`src/rtl/core/bdph_pkg.sv`:
```
package bdph_pkg;

	// Width of the pressed sample counter, 8 to 32.
	localparam int COUNT_WIDTH = 16;
	localparam int HOLD_W      = 16;
	localparam int DEB_W       = 8;
	localparam int CMP_W       = (COUNT_WIDTH > HOLD_W) ? COUNT_WIDTH : HOLD_W;

	localparam int CFG_IDX_W  = 2;
	localparam int CFG_DATA_W = 16;

	localparam logic [CFG_IDX_W-1:0] CFG_ACTIVE_LOW  = 2'd0;
	localparam logic [CFG_IDX_W-1:0] CFG_DEBOUNCE    = 2'd1;
	localparam logic [CFG_IDX_W-1:0] CFG_HOLD        = 2'd2;

	localparam logic             RST_ACTIVE_LOW = 1'b1;
	localparam logic [DEB_W-1:0]  RST_DEBOUNCE  = 8'd8;
	localparam logic [HOLD_W-1:0] RST_HOLD      = 16'd1000;

	typedef enum logic [1:0] {
		BTN_UNKNOWN  = 2'd0,
		BTN_PRESSED  = 2'd1,
		BTN_RELEASED = 2'd2
	} btn_state_t;

	typedef struct packed {
		logic              active_low;
		logic [DEB_W-1:0]  debounce_threshold;
		logic [HOLD_W-1:0] hold_threshold;
	} cfg_t;

	typedef struct packed {
		btn_state_t state;
		logic       press_event;
		logic       hold_event;
		logic       release_event;
	} result_t;

endpackage

```
`src/rtl/core/bdph_in_if.sv`:
```
interface bdph_in_if;
	logic valid;
	logic ready;
	logic pin_level;

	modport source (output valid, output pin_level, input ready);
	modport sink (input valid, input pin_level, output ready);
endinterface

```
`src/rtl/core/bdph_out_if.sv`:
```
interface bdph_out_if;
	logic       valid;
	logic       ready;
	logic [1:0] button_state;
	logic       press_event;
	logic       hold_event;
	logic       release_event;

	modport source (
		output valid, output button_state, output press_event,
		output hold_event, output release_event, input ready
	);
	modport sink (
		input valid, input button_state, input press_event,
		input hold_event, input release_event, output ready
	);
endinterface

```
`src/rtl/core/bdph_core.sv`:
```
module bdph_core (
	input  logic             clk,
	input  logic             arst_n,
	input  logic             step,
	input  logic             pin,
	input  bdph_pkg::cfg_t   cfg,
	output bdph_pkg::result_t res
);

	localparam logic [bdph_pkg::COUNT_WIDTH-1:0] CNT_MAX = '1;

	logic                             last_q, last_n;
	logic [bdph_pkg::COUNT_WIDTH-1:0] pcnt_q, pcnt_n, pcnt_inc;
	logic [bdph_pkg::DEB_W-1:0]       rcnt_q, rcnt_n;
	logic                             press_rep_q, press_rep_n;
	logic                             hold_rep_q, hold_rep_n;
	logic                             rel_rep_q, rel_rep_n;
	logic                             cur;

	assign cur      = pin ^ cfg.active_low;
	assign pcnt_inc = (pcnt_q != CNT_MAX) ? pcnt_q + 1'b1 : pcnt_q;

	always_comb begin
		last_n      = cur;
		pcnt_n      = pcnt_q;
		rcnt_n      = rcnt_q;
		press_rep_n = press_rep_q;
		hold_rep_n  = hold_rep_q;
		rel_rep_n   = rel_rep_q;
		res         = '0;
		res.state   = bdph_pkg::BTN_UNKNOWN;
		if (cur != last_q) begin
			pcnt_n      = '0;
			rcnt_n      = '0;
			press_rep_n = 1'b0;
			hold_rep_n  = 1'b0;
			rel_rep_n   = 1'b0;
		end else if (cur) begin
			pcnt_n = pcnt_inc;
			if (pcnt_inc >= bdph_pkg::COUNT_WIDTH'(cfg.debounce_threshold)) begin
				res.state = bdph_pkg::BTN_PRESSED;
				if (!press_rep_q) begin
					res.press_event = 1'b1;
					press_rep_n     = 1'b1;
				end
				if (!hold_rep_q && bdph_pkg::CMP_W'(pcnt_inc) >=
						bdph_pkg::CMP_W'(cfg.hold_threshold)) begin
					res.hold_event = 1'b1;
					hold_rep_n     = 1'b1;
				end
			end
		end else begin
			if (rcnt_q < cfg.debounce_threshold) begin
				rcnt_n = rcnt_q + 1'b1;
			end else begin
				res.state = bdph_pkg::BTN_RELEASED;
				if (!rel_rep_q) begin
					res.release_event = 1'b1;
					rel_rep_n         = 1'b1;
				end
			end
		end
	end

	always_ff @(posedge clk or negedge arst_n) begin
		if (!arst_n) begin
			last_q      <= 1'b0;
			pcnt_q      <= '0;
			rcnt_q      <= '0;
			press_rep_q <= 1'b0;
			hold_rep_q  <= 1'b0;
			rel_rep_q   <= 1'b0;
		end else if (step) begin
			last_q      <= last_n;
			pcnt_q      <= pcnt_n;
			rcnt_q      <= rcnt_n;
			press_rep_q <= press_rep_n;
			hold_rep_q  <= hold_rep_n;
			rel_rep_q   <= rel_rep_n;
		end
	end

	// hold is only ever flagged together with or after the press report
	a_hold_after_press: assert property (@(posedge clk) disable iff (!arst_n)
		hold_rep_q |-> press_rep_q)
		else $error("hold flag set without press flag");

	a_change_clears: assert property (@(posedge clk) disable iff (!arst_n)
		step && (cur != last_q) |=> pcnt_q == '0 && rcnt_q == '0 && !press_rep_q)
		else $error("level change did not clear counters");

	a_press_once: assert property (@(posedge clk) disable iff (!arst_n)
		step && res.press_event |=> press_rep_q)
		else $error("press event did not set press flag");

	a_release_flag: assert property (@(posedge clk) disable iff (!arst_n)
		step && res.release_event |=> rel_rep_q && !last_q)
		else $error("release event bookkeeping wrong");

endmodule

```
`src/rtl/core/button_debounce_press_hold.sv`:
```
// Button debouncer with press, hold and release events.
//
// in_ch carries one raw pin sample per transfer; out_ch returns exactly one
// result per sample: debounced state (unknown / pressed / released) and
// one-shot press, hold and release pulses.
// Configuration (polarity, debounce and hold thresholds) is written through
// cfg_we / cfg_index / cfg_data; write it only while no sample is in flight.
// Unknown indexes are ignored.
//
// A sample accepted by in_ch is held in the input register; its result is
// loaded into the output register once that register is empty or being read
// by out_ch, and is visible from then on, with out_ch.valid high. Throughput
// is one sample per cycle while out_ch does not stall, set by the counter
// update between the two registers.
// When out_ch stalls the result holds, one further sample waits in the input
// register, and in_ch.ready drops until out_ch takes the result.
// Reset clears counters and flags, empties both registers and loads the
// default configuration (active low, debounce 8, hold 1000).
module button_debounce_press_hold (
	input  logic                              clk,
	input  logic                              arst_n,
	input  logic                              cfg_we,
	input  logic [bdph_pkg::CFG_IDX_W-1:0]    cfg_index,
	input  logic [bdph_pkg::CFG_DATA_W-1:0]   cfg_data,
	bdph_in_if.sink                           in_ch,
	bdph_out_if.source                        out_ch
);

	bdph_pkg::cfg_t    cfg_q;
	bdph_pkg::result_t res, res_q;
	logic              valid_s1, pin_s1;
	logic              out_valid_q;
	logic              advance;

	assign advance     = valid_s1 && (!out_valid_q || out_ch.ready);
	assign in_ch.ready = !valid_s1 || advance;

	always_ff @(posedge clk or negedge arst_n) begin
		if (!arst_n) begin
			cfg_q.active_low         <= bdph_pkg::RST_ACTIVE_LOW;
			cfg_q.debounce_threshold <= bdph_pkg::RST_DEBOUNCE;
			cfg_q.hold_threshold     <= bdph_pkg::RST_HOLD;
		end else if (cfg_we) begin
			unique case (cfg_index)
				bdph_pkg::CFG_ACTIVE_LOW: cfg_q.active_low <= cfg_data[0];
				bdph_pkg::CFG_DEBOUNCE:
					cfg_q.debounce_threshold <= cfg_data[bdph_pkg::DEB_W-1:0];
				bdph_pkg::CFG_HOLD:
					cfg_q.hold_threshold <= cfg_data[bdph_pkg::HOLD_W-1:0];
				default: ;
			endcase
		end
	end

	always_ff @(posedge clk or negedge arst_n) begin
		if (!arst_n) begin
			valid_s1    <= 1'b0;
			out_valid_q <= 1'b0;
		end else begin
			if (in_ch.ready)
				valid_s1 <= in_ch.valid;
			if (advance)
				out_valid_q <= 1'b1;
			else if (out_ch.ready)
				out_valid_q <= 1'b0;
		end
	end

	always_ff @(posedge clk) begin
		if (in_ch.valid && in_ch.ready)
			pin_s1 <= in_ch.pin_level;
		if (advance)
			res_q <= res;
	end

	bdph_core u_core (
		.clk    (clk),
		.arst_n (arst_n),
		.step   (advance),
		.pin    (pin_s1),
		.cfg    (cfg_q),
		.res    (res)
	);

	assign out_ch.valid         = out_valid_q;
	assign out_ch.button_state  = res_q.state;
	assign out_ch.press_event   = res_q.press_event;
	assign out_ch.hold_event    = res_q.hold_event;
	assign out_ch.release_event = res_q.release_event;

endmodule
```
`src/flat_wrapper.sv`:
```
// flat-port wrapper written by rule: the top's interface ports become plain ports
module button_debounce_press_hold_flat 
  (clk, arst_n, cfg_we, cfg_index, cfg_data, in_ch_valid, in_ch_pin_level, in_ch_ready, out_ch_valid, out_ch_button_state, out_ch_press_event, out_ch_hold_event, out_ch_release_event, out_ch_ready);
  bdph_in_if in_ch_i ();
  bdph_out_if out_ch_i ();
  input  logic clk;
  input  logic arst_n;
  input  logic cfg_we;
  input  logic [bdph_pkg::CFG_IDX_W-1:0] cfg_index;
  input  logic [bdph_pkg::CFG_DATA_W-1:0] cfg_data;
  input wire logic [$bits(in_ch_i.valid)-1:0] in_ch_valid;
  input wire logic [$bits(in_ch_i.pin_level)-1:0] in_ch_pin_level;
  output wire logic [$bits(in_ch_i.ready)-1:0] in_ch_ready;
  output wire logic [$bits(out_ch_i.valid)-1:0] out_ch_valid;
  output wire logic [$bits(out_ch_i.button_state)-1:0] out_ch_button_state;
  output wire logic [$bits(out_ch_i.press_event)-1:0] out_ch_press_event;
  output wire logic [$bits(out_ch_i.hold_event)-1:0] out_ch_hold_event;
  output wire logic [$bits(out_ch_i.release_event)-1:0] out_ch_release_event;
  input wire logic [$bits(out_ch_i.ready)-1:0] out_ch_ready;
  assign in_ch_i.valid = in_ch_valid;
  assign in_ch_i.pin_level = in_ch_pin_level;
  assign in_ch_ready = in_ch_i.ready;
  assign out_ch_valid = out_ch_i.valid;
  assign out_ch_button_state = out_ch_i.button_state;
  assign out_ch_press_event = out_ch_i.press_event;
  assign out_ch_hold_event = out_ch_i.hold_event;
  assign out_ch_release_event = out_ch_i.release_event;
  assign out_ch_i.ready = out_ch_ready;
  button_debounce_press_hold u_core (.clk(clk), .arst_n(arst_n), .cfg_we(cfg_we), .cfg_index(cfg_index), .cfg_data(cfg_data), .in_ch(in_ch_i), .out_ch(out_ch_i));
endmodule
```
`config.mk`:
```
export PLATFORM = sky130hd
export DESIGN_NAME = button_debounce_press_hold_flat
export DESIGN_NICKNAME = d
export VERILOG_FILES = /design/src/rtl/core/bdph_pkg.sv /design/src/rtl/core/bdph_in_if.sv /design/src/rtl/core/bdph_out_if.sv /design/src/rtl/core/bdph_core.sv /design/src/rtl/core/button_debounce_press_hold.sv /design/src/flat_wrapper.sv
export SDC_FILE = /design/constraint.sdc
export NUM_CORES = 1
export LEC_CHECK = 0
export BUFFER_PORTS_ARGS = -buffer_cell sky130_fd_sc_hd__buf_2
export CORE_MARGIN = 4
export CORE_UTILIZATION = 50
export DETAILED_ROUTE_END_ITERATION = 12
export PLACE_DENSITY = 0.75
export SLEW_MARGIN = 30
export SYNTH_ARGS = -nofsm -noshare
export SYNTH_HDL_FRONTEND = slang
export SYNTH_SLANG_ARGS = --single-unit
```
`constraint.sdc`:
```
create_clock -name clk -period 4.5 [get_ports clk]
set_input_delay 0.9 -clock clk [delete_from_list [all_inputs] [get_ports clk]]
set_output_delay 0.9 -clock clk [all_outputs]
set_load 0.005 [all_outputs]
```
# After elaboration in Yosys (flattened, before gate mapping)
# Index checks and enable logic that the tools add are counted.
# Widths: inputs -> output; s select.
# word_totals
in_bits	24
regBits	61
elab_cells	78
output_inout_bits	7
# classes
n_eq_ne	6
n_mux	24
magnitude_cmp	3
n_reduce_logical	24
addsub	2
n_bitwise	3
# ops
cell	n
$mux 16	3
$mux 8	3
$add 16x1->16 const B	1
$ge 16x16->1	1
$ge 16x8->1	1
$ne 16x16->1 const B	1
$mux 1	15
$reduce_bool 2->1	5
$reduce_and 3->1	3
$add 8x1->8 const B	1
$lt 8x8->1	1
$reduce_and 2->1	4
$reduce_or 3->1	2
$mux 2	2
$reduce_and 4->1	1
$logic_and 1x1->1	3
$logic_not 1->1	3
$mux 3	1
$eq 2x1->1 const B	1
$eq 2x2->1 const B	1
$logic_not 2->1	1
$logic_or 1x1->1	2
$ne 2x1->1 const B	1
$ne 2x2->1 const B	1
other kinds (3)	4

# Logic depth before layout (Yosys ltp)
# Gate-level depths: netlist of run 1.
# depth
depth_word	8
depth_mapped	16
depth_no_buf	14

# By module
# From an unflattened synthesis of run 1, not the netlist that was laid out.
# hier_totals
hier_cells	380
area_unflattened_um2	3846.2
# by_module_without_submodules
mod	area_each_um2	instances	seq_area_each_um2	cells_each
bdph_core	2572.5	1	700.7	312
button_debounce_press_hold	1273.7	1	865.8	68

# Least setup slack after synthesis of run 1
# Ideal clock, no wire load.
# synth_timing
path_kind	reg-to-reg
startpoint	register u_core.u_core.pcnt_q[0] (netlist bit)
endpoint	register u_core.res_q, in the netlist u_core.out_ch.hold_event (data pin)
required_time_ps	4232
path_slack_ps	1294
synth_period_minus_slack_ps	3206
t_arrival_ps	2937
setup_ps	268
n_path_buf	1
stages_incl_launch_ff	15
cell_sequence	dfrtp_1 > ha_1 > nand4_2 > or3_1 > buf_2 > nand2_1 > nor3_1 > xor2_1 > ha_1 > a21oi_1 > o21ai_0 > a2111oi_0 > nand4b_1 > nor4_4 > nor4_1
# synth_between
elab_chain_cells	5
word_cells_on_any_way	9
classes_between	add/sub (1); order compare (2); eq/ne (1); mux (2); bitwise (1); reduce/logical (2)
# synth_rtl
item	line	text
start, declared	bdph_core.sv:13	logic [bdph_pkg::COUNT_WIDTH-1:0] pcnt_q, pcnt_n, pcnt_inc;
start signal, assigned	bdph_core.sv:75	pcnt_q <= pcnt_n;
$add 16x1->16 or $ne 16x16->1 (tied branches)	bdph_core.sv:21	assign pcnt_inc = (pcnt_q != CNT_MAX) ? pcnt_q + 1'b1 : pcnt_q;
$mux 16 (*)	bdph_core.sv:21	
$ge 16x8->1 or $ge 16x16->1 (tied branches)	bdph_core.sv:40, bdph_core.sv:46	
$not 1->1 (no source line) or $logic_and 1x1->1 (tied branches)	--	
$reduce_or 3->1 (no source line) or $mux 1 (tied branches)	--	
end signal, assigned	button_debounce_press_hold.sv:73	res_q <= res;
end, declared	button_debounce_press_hold.sv:30	bdph_pkg::result_t res, res_q;
# Mark *: on every way between the ends. The rest lies on a longest branch, timed or not.
# A chain may end at the register's enable or synchronous reset.

# Worst setup path in the final report of run 1
# layout_timing
startpoint	register u_core.u_core.pcnt_q[12] (netlist bit)
endpoint	register u_core.res_q, in the netlist u_core.out_ch.hold_event (data pin)
# The elaborated chain is that of the path after synthesis.

==> metrics.txt, run 1 <==
CTS tree=yes; Post-DRT Antenna Nets=0; row count=31; FF-to-FF End=u_core.out_ch.hold_event; Setup TNS=0 ps; synth warn=0; IO Pins=31; area post-placement=3970 sq um; RSZ-0062 raised after global routing=no; CP Class=register to register; Worst EP required=between 4000 and 5000 ps; first-pass GRT wire length=13200 um; vias in the first global route=around 2800; final net count=approximately 460; starting density of the core=roughly half; R2R depth=13; Worst-Skew Late Latency=approximately 340 ps; synth unique cells=58; # Post-CTS Setup Buffers=0; cell taking the most area after synthesis=dfrtp_1; die area=8930 sq um; Congestion Overflow GR=0; Post-synth top flop=dfrtp_1; Area growth, synth to finish=12.4%; worst slew pin tran=around 800 ps; Max Cap Violations=0; syn_area_per_cell=between 10 and 15 sq um; hpwl dp=approximately 5900 um; Finished Layout Cells=approximately 500; Mapped Area=~3700 sq um; placed insts=slightly below 500; post-synthesis compound-gate area fraction=roughly 14%; total track usage=between 10% and 20%; maximum VDD drop=~0.26 mV; vias per cell=5.68; post-synthesis register bit count=slightly above 60; final-report setup violation count=0; Critical Path Sink=u_core.out_ch.hold_event; core box area=7250 sq um; IO Port Bufs=30; largest family of logic cells by synthesized area=simple AND/OR/NAND/NOR gates; final worst path period need=3810 ps; Critical Path AT=3870 ps; share of the synthesized area in the top cell type=31.4%; drt drc=0; Adder-Cell Fraction of Synth Area=11.4%; multiplexer share of the synthesized area=about a tenth; largest net degree at the start of global routing=41; count of final hold-check violations=0; Power Dens Cells=about 470 nW/um^2; hold buffers post-CTS=0; DR pass1 iterations=4; xor and xnor fraction of the mapped netlist area=under 10%; post-synthesis sequential area ratio=between 40% and 50%; Placer Congestion=0.879; Static Leakage=approximately 2.0 nW; Die Height=94.5 um; via count=between 2000 and 3000; Max Used Layer=met4; Met1 Wirelength=around 3600 um; DR WL met2=roughly 3700 um; CTS HTree Levels=3; Max Clock Skew=between 10 and 15 ps; syn nets=around 430; CTS Root Cell=clkbuf_8; ANT cells=0; R2R Path Start=u_core.u_core.pcnt_q[12]; WL final=7740 um; die width=approximately 95 um; maximum clock insertion buffer count=2; final slew viol count=0; Num CTS Buffers=9; initial antenna violation count=0; outcome=finished clean; met3 wire len=between 300 and 400 um; simple-gate area share of the yosys netlist=16.1%; worst setup path start=u_core.u_core.pcnt_q[12]; post-cts resize count=0; Worst Setup Start Kind=register; Max-slew headroom=between 40 and 50%; main area contributors after synthesis=dfrtp_1 31%, ha_1 11%, mux2_2 7.8%; Setup crit end kind=register; EDFF count, synth=6; Clock transition at path regs=70 ps; share of cells above drive strength 1=between 20% and 30%; Syn Inst Count=370; FMAX=about 260 MHz; reg-to-reg slack, setup=690 ps; Initial DRC Count=around 260; CP Max Fanout=8; WL per Instance=15.3 um; fin crit share=84.7%; design area=~4200 sq um; Async SR Flop Fraction=between 90% and 100%; CTS Sinks=61; Worst Hold Class=primary input to asynchronous set/reset pin
## per-stage QoR
step / total power, mW / util [%] / setup slack, ps / hold slack, ps
4_1_cts: 1.97 / 58.0 / 744 / 473
6_report: 1.96 / 58.0 / 689 / 476
2_1_floorplan: 1.23 / - / 1290 / 464
5_1_grt: 2.10 / 58.0 / 452 / 490
3_5_place_dp: 1.40 / 54.8 / 879 / 492
3_3_place_gp: 1.37 / 54.8 / 972 / 481
## worst min path at each step
stage          cells past startpoint  slack [ps]               startpoint                       to
2_1_floorplan                      2         460  u_core.u_core.rel_rep_q  u_core.u_core.rel_rep_q
3_3_place_gp                       2         480  u_core.u_core.rel_rep_q  u_core.u_core.rel_rep_q
3_5_place_dp                       2         490  u_core.u_core.rel_rep_q  u_core.u_core.rel_rep_q
4_1_cts                            1         470                   arst_n  u_core.u_core.rcnt_q[4]
5_1_grt                            1         490                   arst_n  u_core.u_core.rcnt_q[4]
6_report                           1         480                   arst_n  u_core.u_core.rcnt_q[4]
## Yosys cell counts (3+ instances only)
cell type and instances:
nand2b_1 6, xor2_1 5, nand4_1 8, and2_1 4, or3_1 4, a21o_1 5, nor2b_1 4, dfrtp_1 47
inv_1 34, a2111oi_0 4, o21ai_0 17, ha_1 34, clkbuf_1 6, nor2_1 17, xnor2_1 3, a21oi_1 18
mux2i_1 5, buf_2 5, and3_1 4, nand2_1 31, nand3_1 7, a22o_1 9, mux2_2 26, o211ai_1 4
nor3_1 11, dfstp_2 8, edfxtp_1 6
## per-layer routing
layer  track usage (%)  vias to the layer above
met1              25.7                     1366
met2              29.7                       85
met5                 0                        -
met4              9.13                        0
met3              3.27                       16
li1                  -                     1396
## sequential cells by signal (all words and copies together) (netlist names), 2 cells and up
name                        cells
u_core.u_core.pcnt_q           16
u_core.cfg_q                   25
u_core.u_core.rcnt_q            8
u_core.out_ch.button_state      2
## cell usage in the layout, fill, tap and decap left out, drive strengths merged, types with 8 or more instances in the layout
cell / count
dfrtp: 47
nand3: 8
inv: 34
dfstp: 8
ha: 34
mux2: 28
a22o: 9
nor3: 12
buf: 31
a21oi: 18
nand4: 9
clkbuf: 13
nand2: 31
nor2: 18
o21ai: 18
## power by group
| part | switching [mW] | leakage [nW] | internal [mW] |
|---|---|---|---|
| Combinational | 0.340 | 1.13 | 0.270 |
| Clock | 0.208 | 0.119 | 0.360 |
| Sequential | 0.114 | 0.734 | 0.671 |
| Total | 0.662 | 1.99 | 1.30 |
## worst max-delay path: stages (launching register included)
cell and delay, ps:
dfrtp_1 450, nand4_1 200, nand2b_1 220, or3_1 290, nand2_1 170, nor3_1 400, xor2_1 300, ha_1 310
a21oi_1 130, o21ai_0 80, a2111oi_0 400, nand4b_1 210, nor4_4 280, nor4_1 90
## final cells by class
cell class,instances,area [sq um]
clock buffer,13,170
clock inverter,3,65.1
fill,638,3050
inverter,34,128
multi-input combinational,263,2000
sequential,61,1570
tap,99,124
timing repair buffer,31,158
## cells by family after synthesis
kind of cell	after synthesis
adder cells (fa/ha/maj)	34
AND/OR/NAND/NOR	110
buffers and inverters	46
flip-flops	61
multiplexers	33
XOR/XNOR	8
AO/OA/AOI/OAI	78
(Power assumes the default switching activity.)
==> run 2, diff against run 1 <==
==> constraint.sdc (replaced) <==
create_clock -name clk -period 3.61 [get_ports clk]
set_input_delay 0.722 -clock clk [delete_from_list [all_inputs] [get_ports clk]]
set_output_delay 0.722 -clock clk [all_outputs]
set_load 0.005 [all_outputs]
==> metrics.txt, run 2 (synthesized netlist as in run 1, its figures left out) <==
outcome=finished clean; clock power share=28.1% (-0.9 points); initial antenna violation count=0 (unchanged); maximum VDD drop=0.340 mV (+31%); Die Height=94.5 um (unchanged); Area growth, synth to finish=17.2%; vias per cell=5.91 (+4.0%); Max Clock Skew=8.05 ps (-5.39 ps); IO Port Bufs=30 (unchanged); via count=3059 (+6.8%); die area=8930 sq um (unchanged); first-pass GRT wire length=13700 um (+3.8%); Place WS=42.0 ps (-837 ps); Post-DRT Antenna Nets=0 (unchanged); Max-slew headroom=45.8% (-1.1 points); register area=1570 sq um (about the same); sequential power share=38.1% (-1.9 points); ANT cells=0 (unchanged); vias in the first global route=2902 (+1.9%); design area=4390 sq um (+4.2%); Worst Hold Class=primary input to asynchronous set/reset pin; starting density of the core=51.6% (unchanged); DR pass1 iterations=5 (+1); Initial DRC Count=195 (-24%); Clock transition at path regs=70 ps (about the same); Worst EP required=3680 ps (-880 ps); Power Dens Cells=580 nW/um^2 (+24%); IO Pins=31 (unchanged); final worst path period need=3560 ps (-251 ps); count of final hold-check violations=0 (unchanged); WL final=8590 um (+11%); final-report setup violation count=0 (unchanged); placed insts=495 (+1.4%); max reg flops=25 (unchanged); CTS Sinks=61 (unchanged); commonest cells after routing, fill and taps aside=46 x dfrtp_1, 34 x inv_1, 33 x ha_1; Int Pwr=1.67 mW (+29%); switching power=0.870 mW (+31%); drt drc=0 (unchanged); Placer Congestion=0.936 (+6.4%); CTS Root Cell=clkbuf_8; fin crit share=98.6% (+14 points); Setup crit end kind=register; CP Class=register to register; CTS HTree Levels=3 (unchanged); Num CTS Buffers=9 (unchanged); FMAX=281 MHz (+7.1%); largest net degree at the start of global routing=56 (+37%); Layout fillers=595 (-6.7%); area post-placement=4030 sq um (+1.3%); Finished Layout Cells=518 (+2.8%); core box area=7250 sq um (unchanged); worst slew pin tran=811 ps (+14.2 ps); Multi-input gate area=2070 sq um (+3.5%); Worst-Skew Late Latency=350 ps (about the same); Critical Path AT=3630 ps (-240 ps); combinational group share of total power=33.9% (+2.8 points); WL per Instance=16.6 um (+8.0%); CTS tree=yes; Worst Setup Start Kind=register; CP Max Fanout=7 (-1); row count=31 (unchanged); hpwl dp=6140 um (+3.3%); slowest cell delay on critical path=460 ps (about the same); die width=94.5 um (unchanged); final net count=472 (+3.1%); critical path's slowest cell=or3_4; total track usage=20.2% (+1.1 points); final slew viol count=0 (unchanged); Static Leakage=2.08 nW (+4.8%); Biggest register=u_core.cfg_q; CP cell instances=nand4_1, nand2b_4, or3_4, nand2_4, nor3_2, xor2_1, ha_1, a21oi_2, o21ai_2, a2111oi_2, nand4b_1, nor4_4, nor4_2; Congestion Overflow GR=0 (unchanged); commonest non-fill, non-tap cell in the layout=dfrtp_1; Largest regs=u_core.cfg_q: 25 flops, u_core.u_core.pcnt_q: 16 flops, u_core.u_core.rcnt_q: 8 flops; final worst slack=50.6 ps (-639 ps); Total Power=2.54 mW (+30%); RSZ-0062 raised after global routing=yes; maximum clock insertion buffer count=2 (unchanged); Core Util, Final=60.5% (+2.4 points); Switching Fraction=34.2% (+0.49 points); share of cells above drive strength 1=27.7% (+6.0 points); Max Cap Violations=0 (unchanged); hold buffers post-CTS=0 (unchanged)
[run 2: worst paths after layout]
path                       slack, ps                      from  cells after the start                         to
max                               50  u_core.u_core.pcnt_q[13]                     13  u_core.out_ch.press_event
min                              510                    arst_n                      2    u_core.u_core.rcnt_q[2]
max reg2reg                       50  u_core.u_core.pcnt_q[13]                     13  u_core.out_ch.press_event
min reg2reg                      510          u_core.cfg_q[11]                      1           u_core.cfg_q[11]
max in group asynchronous       2600                    arst_n                      2    u_core.u_core.pcnt_q[2]
min in group clk                 510          u_core.cfg_q[11]                      1           u_core.cfg_q[11]
[run 2: area by class of cell]
cell class                 count  share of cell area (%)
timing repair buffer          45                    5.99
inverter                      34                    2.91
multi-input combinational    263                    47.1
clock buffer                  13                    3.85
sequential                    61                    35.7
clock inverter                 3                    1.54
tap                           99                    2.82
[run 2: timing repair]
item,4_1_cts,5_1_grt
resized for setup,0,18
endpoints found under the setup margin,0,5
setup buffers,0,7
[run 2: worst max-delay path, delay by kind of cell (launching register included)]
family | cells | cell delay [ps]
XOR/XNOR | 1 | 180
AO/OA/AOI/OAI | 3 | 590
adder cells (fa/ha/maj) | 1 | 360
AND/OR/NAND/NOR | 8 | 1720
flip-flops | 1 | 430
[run 2: routing by layer]
layer / vias up / GRT usage (%) / wire (um)
met1: 1506 / 26.4 / 3710
met4: 0 / 9.38 / 307
met5: - / 0 / 0
met2: 94 / 32.4 / 4180
li1: 1432 / - / -
met3: 27 / 3.67 / 388
[run 2: through the flow]
step | hold WS (ps) | setup TNS (ps)
floorplan | 426 | 0
global placement | 479 | 0
detailed placement | 495 | 0
CTS | 510 | 0
global route | 521 | -277
finish | 508 | 0
[run 2: power by group through the flow]
stage / logic, mW / registers (mW) / clock network (mW)
6_report: 0.861 / 0.968 / 0.715
2_1_floorplan: 0.593 / 0.934 / 0
3_5_place_dp: 0.795 / 0.975 / 0
4_1_cts: 0.802 / 0.964 / 0.727
3_3_place_gp: 0.764 / 0.967 / 0
5_1_grt: 0.974 / 0.982 / 0.759
